`src/rtl/joint_intensity_label_histogram_defines.svh`:
```
// Assertion macros shared by the histogram RTL.
`ifndef JOINT_INTENSITY_LABEL_HISTOGRAM_DEFINES_SVH
`define JOINT_INTENSITY_LABEL_HISTOGRAM_DEFINES_SVH
// Implication checked on every clock edge outside reset.
`define JILH_ASSERT_IMP(lbl, clk, rst, a, c) \
   lbl: assert property (@(posedge clk) disable iff (rst) (a) |-> (c)) \
      else $error("assertion failed");
// Next-cycle implication checked outside reset.
`define JILH_ASSERT_NXT(lbl, clk, rst, a, c) \
   lbl: assert property (@(posedge clk) disable iff (rst) (a) |=> (c)) \
      else $error("assertion failed");
`endif

```
`src/rtl/jilh_pkg.sv`:
```
// Package with constants, types and helpers of the joint histogram block.
package jilh_pkg;
   localparam int MAX_BINS = 64;
   localparam int MAX_LABELS = 16;
   localparam int COUNT_BITS = 32;
   localparam int BIN_W = $clog2(MAX_BINS);
   localparam int LAB_W = $clog2(MAX_LABELS);
   localparam int JNT_W = BIN_W + LAB_W;
   localparam int DEN_W = COUNT_BITS + 17;
   localparam int NUM_W = COUNT_BITS + 16;

   localparam logic [1:0] CMD_ACC = 2'd0;
   localparam logic [1:0] CMD_QRY = 2'd1;
   localparam logic [1:0] CMD_CLR = 2'd2;
   localparam logic [1:0] CMD_UNUSED = 2'd3;

   localparam logic [1:0] REG_RANGE = 2'd0;
   localparam logic [1:0] REG_BINS = 2'd1;
   localparam logic [1:0] REG_LABELS = 2'd2;
   localparam logic [1:0] REG_ALPHA = 2'd3;

   typedef enum logic [3:0] {
      ST_IDLE, ST_CLEAR, ST_BINDIV, ST_RMW_RD, ST_RMW_WR, ST_Q_RD, ST_Q_MUL,
      ST_Q_DIV, ST_Q_OUT
   } state_type;

   // Divider handshake between the top level and the divider.
   typedef struct packed {
      logic start;
      logic busy;
      logic done;
   } div_ctl_type;
endpackage

```
`src/rtl/jilh_divider.sv`:
```
// Restoring divider: floor(num * 2^16 / den) saturated to 16 bits.
module jilh_divider
   import jilh_pkg::*;
(
   input  logic               clock,
   input  logic               reset,
   input  logic               start,
   input  logic [NUM_W-1:0]   num,
   input  logic [DEN_W-1:0]   den,
   output div_ctl_type        ctl,
   output logic [15:0]        quot
);
   logic [DEN_W:0]   rem_ff, rem_in;
   logic [DEN_W-1:0] den_ff, den_in;
   logic [15:0]      q_ff, q_in;
   logic [4:0]       cnt_ff, cnt_in;
   logic             busy_ff, busy_in, done_ff, done_in;
   logic [DEN_W:0]   sh;

   always_comb begin
      rem_in = rem_ff;
      den_in = den_ff;
      q_in = q_ff;
      cnt_in = cnt_ff;
      busy_in = busy_ff;
      done_in = 1'b0;
      sh = {rem_ff[DEN_W-1:0], 1'b0};
      if (start) begin
         den_in = den;
         rem_in = {{(DEN_W + 1 - NUM_W){1'b0}}, num};
         q_in = '0;
         cnt_in = 5'd0;
         if (DEN_W'(num) >= den) begin
            q_in = 16'hFFFF;
            done_in = 1'b1;
            busy_in = 1'b0;
         end else begin
            busy_in = 1'b1;
         end
      end else if (busy_ff) begin
         q_in = {q_ff[14:0], 1'b0};
         if (sh >= {1'b0, den_ff}) begin
            rem_in = sh - {1'b0, den_ff};
            q_in[0] = 1'b1;
         end else begin
            rem_in = sh;
         end
         cnt_in = cnt_ff + 5'd1;
         if (cnt_ff == 5'd15) begin
            busy_in = 1'b0;
            done_in = 1'b1;
         end
      end
   end

   always_ff @(posedge clock) begin
      rem_ff <= rem_in;
      den_ff <= den_in;
      q_ff <= q_in;
      cnt_ff <= cnt_in;
      if (reset) begin
         busy_ff <= 1'b0;
         done_ff <= 1'b0;
      end else begin
         busy_ff <= busy_in;
         done_ff <= done_in;
      end
   end

   assign ctl.start = start;
   assign ctl.busy = busy_ff;
   assign ctl.done = done_ff;
   assign quot = q_ff;
endmodule

```
`config.mk`:
```
export PLATFORM = sky130hd
export DESIGN_NAME = jilh_divider
export DESIGN_NICKNAME = d
export VERILOG_FILES = /design/src/rtl/joint_intensity_label_histogram_defines.svh /design/src/rtl/jilh_pkg.sv /design/src/rtl/jilh_divider.sv
export SDC_FILE = /design/constraint.sdc
export NUM_CORES = 1
export LEC_CHECK = 0
export ABC_CLOCK_PERIOD_IN_PS = 3800
export BUFFER_PORTS_ARGS = -buffer_cell sky130_fd_sc_hd__buf_2
export CAP_MARGIN = 5
export CORE_ASPECT_RATIO = 2
export CORE_UTILIZATION = 35
export CTS_CLUSTER_DIAMETER = 100
export CTS_CLUSTER_SIZE = 20
export DETAILED_ROUTE_END_ITERATION = 16
export MAX_ROUTING_LAYER = met4
export PLACE_DENSITY = 0.54
export SLEW_MARGIN = 20
export SYNTH_ARGS = -nofsm -noshare
export SYNTH_HDL_FRONTEND = slang
export SYNTH_SLANG_ARGS = --single-unit
```
`constraint.sdc`:
```
create_clock -name clock -period 3.8 [get_ports clock]
set_input_delay 0.76 -clock clock [delete_from_list [all_inputs] [get_ports clock]]
set_output_delay 0.76 -clock clock [all_outputs]
set_load 0.05 [all_outputs]
```
## Yosys cells after proc, flatten, opt, wreduce, memory -nomap -nowiden

Cells that the tools add are included.

| storage, ports and cells | value |
|---|---|
| register bits | 121 |
| bits in latches | 0 |
| RAM bits | 0 |
| bits in read-only memories | 0 |
| input bits | 100 |
| output and inout bits | 19 |
| logic and storage cells | 28 |
| memories kept | 0 |

| cells by class | value |
|---|---|
| add/sub/neg operators | 2 |
| multiply operators | 0 |
| div/mod/pow operators | 0 |
| $lt $le $gt $ge | 2 |
| eq/ne operators | 1 |
| shifts and indexed selects | 0 |
| mux-type cells | 15 |
| bitwise logic cells | 0 |
| reductions and logical operators | 1 |

Operators by type and width:

| kind | number |
|---|---|
| two-way mux 48 bit | 2 |
| >= comparator 50 x 49 -> 1 bit | 1 |
| >= comparator 48 x 49 -> 1 bit | 1 |
| two-way mux 49 bit | 1 |
| subtractor 49 bit | 1 |
| two-way mux 16 bit | 3 |
| two-way mux 1 bit | 9 |
| adder 5 x 1 -> 5 bit (second input constant) | 1 |
| == test 5 x 4 -> 1 bit (second input constant) | 1 |
| nonzero test 2 bit | 1 |

## Depth between registers and ports, before layout

| depth | value |
|---|---|
| depth in word-level cells | 4 |
| mapped depth | 14 |
| gate-level depth less buffers | 11 |

## Worst setup path after synthesis

OpenSTA, ideal clock, no wires.

| timing | value |
|---|---|
| path kind | input -> register |
| start | input den[42] |
| end | register q_ff[10] (netlist: quot[10]), data pin |
| setup time | 0.270 ns |
| arrival time | 2.778 ns |
| data required time | 3.530 ns |
| path slack | 0.752 ns |
| stages | 13 |
| path buffers | 2 |
| cell sequence | inv_1 ha_1 a21o_1 a21o_1 a21o_1 a21o_1 a21o_1 a21oi_1 or2_2 and2_1 clkbuf_1 clkbuf_1 a21oi_1 |

| between the ends | value |
|---|---|
| longest elaborated chain between the ends | 3 |

RTL lines:

| what | RTL line | RTL |
|---|---|---|
| start, declared | jilh_divider.sv:9 | `input logic [DEN_W-1:0] den,` |
| >= comparator 48 x 49 -> 1 bit | jilh_divider.sv:33 | `if (DEN_W'(num) >= den) begin` |
| two-way mux 16 bit | jilh_divider.sv:33 |  |
| two-way mux 16 bit | jilh_divider.sv:28 | `if (start) begin` |
| via q_in[10] | jilh_divider.sv:15 | `logic [15:0] q_ff, q_in;` |
| end signal, assigned | jilh_divider.sv:59 | `q_ff <= q_in;` |
| end, declared | jilh_divider.sv:15 |  |

The timed path passes the listed nets, and every way through them passes these cells.
A chain may end at the register's enable or synchronous reset.

## Final worst setup path

| timing | value |
|---|---|
| start | register rem_ff[16] |
| end | register rem_ff[6], data pin |

| between the ends | value |
|---|---|
| longest elaborated chain between the ends | 4 |

RTL lines:

| what | RTL line | RTL |
|---|---|---|
| start, declared | jilh_divider.sv:13 | `logic [DEN_W:0] rem_ff, rem_in;` |
| start signal, assigned | jilh_divider.sv:57 | `rem_ff <= rem_in;` |
| >= comparator 50 x 49 -> 1 bit | jilh_divider.sv:42 | `if (sh >= {1'b0, den_ff}) begin` |
| two-way mux 49 bit | jilh_divider.sv:42 |  |
| two-way mux 48 bit | jilh_divider.sv:40 | `end else if (busy_ff) begin` |
| two-way mux 48 bit | jilh_divider.sv:28 |  |
| via rem_in[6] | jilh_divider.sv:13 |  |

The timed path passes the listed nets, and every way through them passes these cells. The select of a mux whose other input is x is not followed.

==> results by group <==
Outcome
  – Status: complete, no violations

Timing
  – Hold_ws: 0.501 ns
  – Fin Setup TNS: 0 ns
  – Min cycle time layout: 3.56 ns
  – RSZ-0062 raised after global routing: false
  – Setup violators final: 0
  – FMAX: 281 MHz
  – Worst-margin pin slew: 0.617 ns
  – Final Hold Viols: 0
  – Clock Skew: 0.00854 ns
  – Final period util: 93.8%
  – Slew Limit Headroom: 58.5%
  – Slew Limit Fails: 0

Route
  – Routed wire length: 25.0 mm
  – ANT nets after route: 0
  – First-pass iteration count of the detailed router: 5
  – Vias per inst: 5.23
  – DR WL/cell: 17.5 um
  – DRC viols: 0
  – Initial drt markers: 315
  – Via count: 7,488

Clocking
  – Clock Tree Buf Depth: 2
  – Root Buffer: clkbuf_16
  – TritonCTS Buffers: 17
  – Post-CTS Setup Bufs: 0
  – CTS clock-pin slew for the worst setup and hold paths: 0.06 ns
  – Sink Count: 121
  – CTS tree: built
  – Worst skew pair latency: 0.45 ns
  – H-tree levels: 4

Cells and area
  – Commonest non-fill, non-tap cells in the layout: buf_2 (117), edfxtp_1 (113), inv_1 (112)
  – Commonest non-fill, non-tap cell in the layout: buf_2
  – Fill count: 2,669
  – Diodes inserted: 0
  – Area Overhead vs Synth: 17.6%
  – Final Net Count: 1,274
  – Final Util: 42.0%
  – Fraction of layout cells with a size suffix above 1: 21.0%

Global routing
  – Pin count of the biggest net entering global routing: 49
  – Number of global-route vias before repair: 7,796
  – First-pass GRT wire length: 40.1 mm
  – Gr ovfl total: 0
  – Antenna violations before repair: 0
  – Overall Global Routing Usage: 19.5%

Synth
  – Synthesized Nets: 1,156
  – Mapped Cells: 956
  – Top post-synthesis cells by area: edfxtp_1 (36%), ha_1 (13%), inv_1 (4.5%)
  – Sequential area share after synthesis: 37.7%
  – Unique cell type count in the Yosys netlist: 74
  – Synth async-reset ratio: 0%
  – Post-synth EDFFs: 113
  – Mean Syn Cell Area: 9.86 um^2
  – Synth Register Bits: 121
  – Most used DFF post-synth: edfxtp_1
  – Post-synth design cell area: 9420 um^2
  – Largest area contributor in the netlist: edfxtp_1
  – Yosys Warn Count: 0
  – Yosys top cell area share: 36.0%

Place
  – Gpl congestion: 0.897
  – Port-buffer cells: 118
  – Detailed Place HPWL: 19.7 mm

Critical path
  – Max FO, Critical Path: 17
  – CP peak stage delay: 0.45 ns
  – Delay-heaviest family, CP: simple AND/OR/NAND/NOR gates
  – Worst EP arrival: 3.75 ns
  – Number of cells on the critical path: 11
  – Worst reg2reg path depth: 11
  – Slowest CP cell: ha_1
  – Critical path buffers and inverters: 1
  – Worst EP required: 3.99 ns
  – Nature of the critical path startpoint: register
  – CP endpoint kind: register
  – CP Cell Sequence: ha_1 -> nand4_1 -> nor4b_4 -> o21ai_0 -> nand3b_2 -> o211a_4 -> o21ai_4 -> nand2_4 -> buf_12 -> mux2_1 -> mux2_2
  – Worst Setup Path Type: register to register

Die
  – FP Rows: 84
  – IO Pins: 119
  – Core area: 26,400 um^2
  – Die area: 27,600 um^2
  – Die W: 118 um
  – Initial core utilization: 35.7%
  – Die H: 234 um

Power and ir drop
  – Maximum vdd drop: 0.000374 V
  – Power per Cell Area: 598 nW/um^2
  – Pwr Total: 6.63 mW
  – Pleak: 4.98 nW

Run
  – Total of max-cap violations: 0

Hold path
  – Min-Delay Path Depth: 2
  – Hold WC Path Type: register to register
-- cell type report --
class	instances	area, um^2	share of cell area (%)
clock buffers	19	433	3.91
clock inverters	13	193	1.74
inverters	112	420	3.79
multi-input cells	684	5250	47.3
flip-flops and latches	121	3550	32.1
well taps	344	430	3.88
repair buffers	138	806	7.27
-- worst register-to-register path: stages, from the launching register on --
cell and delay (ns):
edfxtp_1 0.39, ha_1 0.45, nand4_1 0.26, nor4b_4 0.43
o21ai_0 0.20, nand3b_2 0.19, o211a_4 0.22, o21ai_4 0.10
nand2_4 0.22, buf_12 0.20, mux2_1 0.38, mux2_2 0.27
-- final timing paths --
check / start / end / slack [ns]
worst max-delay path: rem_ff[16] / rem_ff[6] / 0.24
worst min-delay path: cnt_ff[4] / cnt_ff[4] / 0.50
worst max register to register: rem_ff[16] / rem_ff[6] / 0.24
worst min register to register: cnt_ff[4] / cnt_ff[4] / 0.50
-- sequential cells by signal, indices dropped and copies added, names as in the netlist --
signal   count
busy_ff      1
done_ff      1
quot        16
den_ff      49
cnt_ff       5
rem_ff      49
-- cell families (layout without fill, tap and decap cells) --
logic type                 after synthesis  after routing  synth area share (%)
xor gates and xnor gates                45             45                  4.18
buffers and inverters                  151            282                  6.65
DFF                                    121            121                  37.7
and+or+nand+nor                        224            224                  12.3
adders and majority gates              100            100                  13.4
AOI/OAI and AO/OA                      244            244                  17.5
muxes                                   71             71                  8.38
-- power by group --
part | internal (mW) | leakage, nW | switching, mW
registers | 1.76 | 1.19 | 0.114
clock network | 1.10 | 0.299 | 0.660
logic | 1.30 | 3.49 | 1.70
total | 4.16 | 4.98 | 2.47
-- synth_stat cells (all sizes together), types with 20 or more instances --
library cell and count:
nor2 57, a21oi 81, a21o 41, mux2 63
edfxtp 113, buf 22, xnor2 25, nand2 60
o21ai 46, xor2 20, ha 99, inv 112
-- routing by layer --
metal  global-route usage [%]  wire length (um)
met1                     18.2              9280
met5                        -                 0
met2                     37.8             14300
met4                     9.46               805
met3                     3.50               596
-- what timing repair did --
item	in CTS	in global routing
hold buffers	0	0
endpoints found under the setup margin	0	30
gates resized for setup	0	1
-- stage by stage --
step | setup WS (ns) | std cells | area, um^2
detailed placement | 0.139 | 1399 | 10500
finish | 0.237 | 1431 | 11100
global placement | 0.168 | 1399 | 10500
global route | 0.0292 | 1431 | 11100
floorplan | 0.752 | 956 | 9420
CTS | 0.110 | 1431 | 11100
Power figures use the tool's default switching activity.
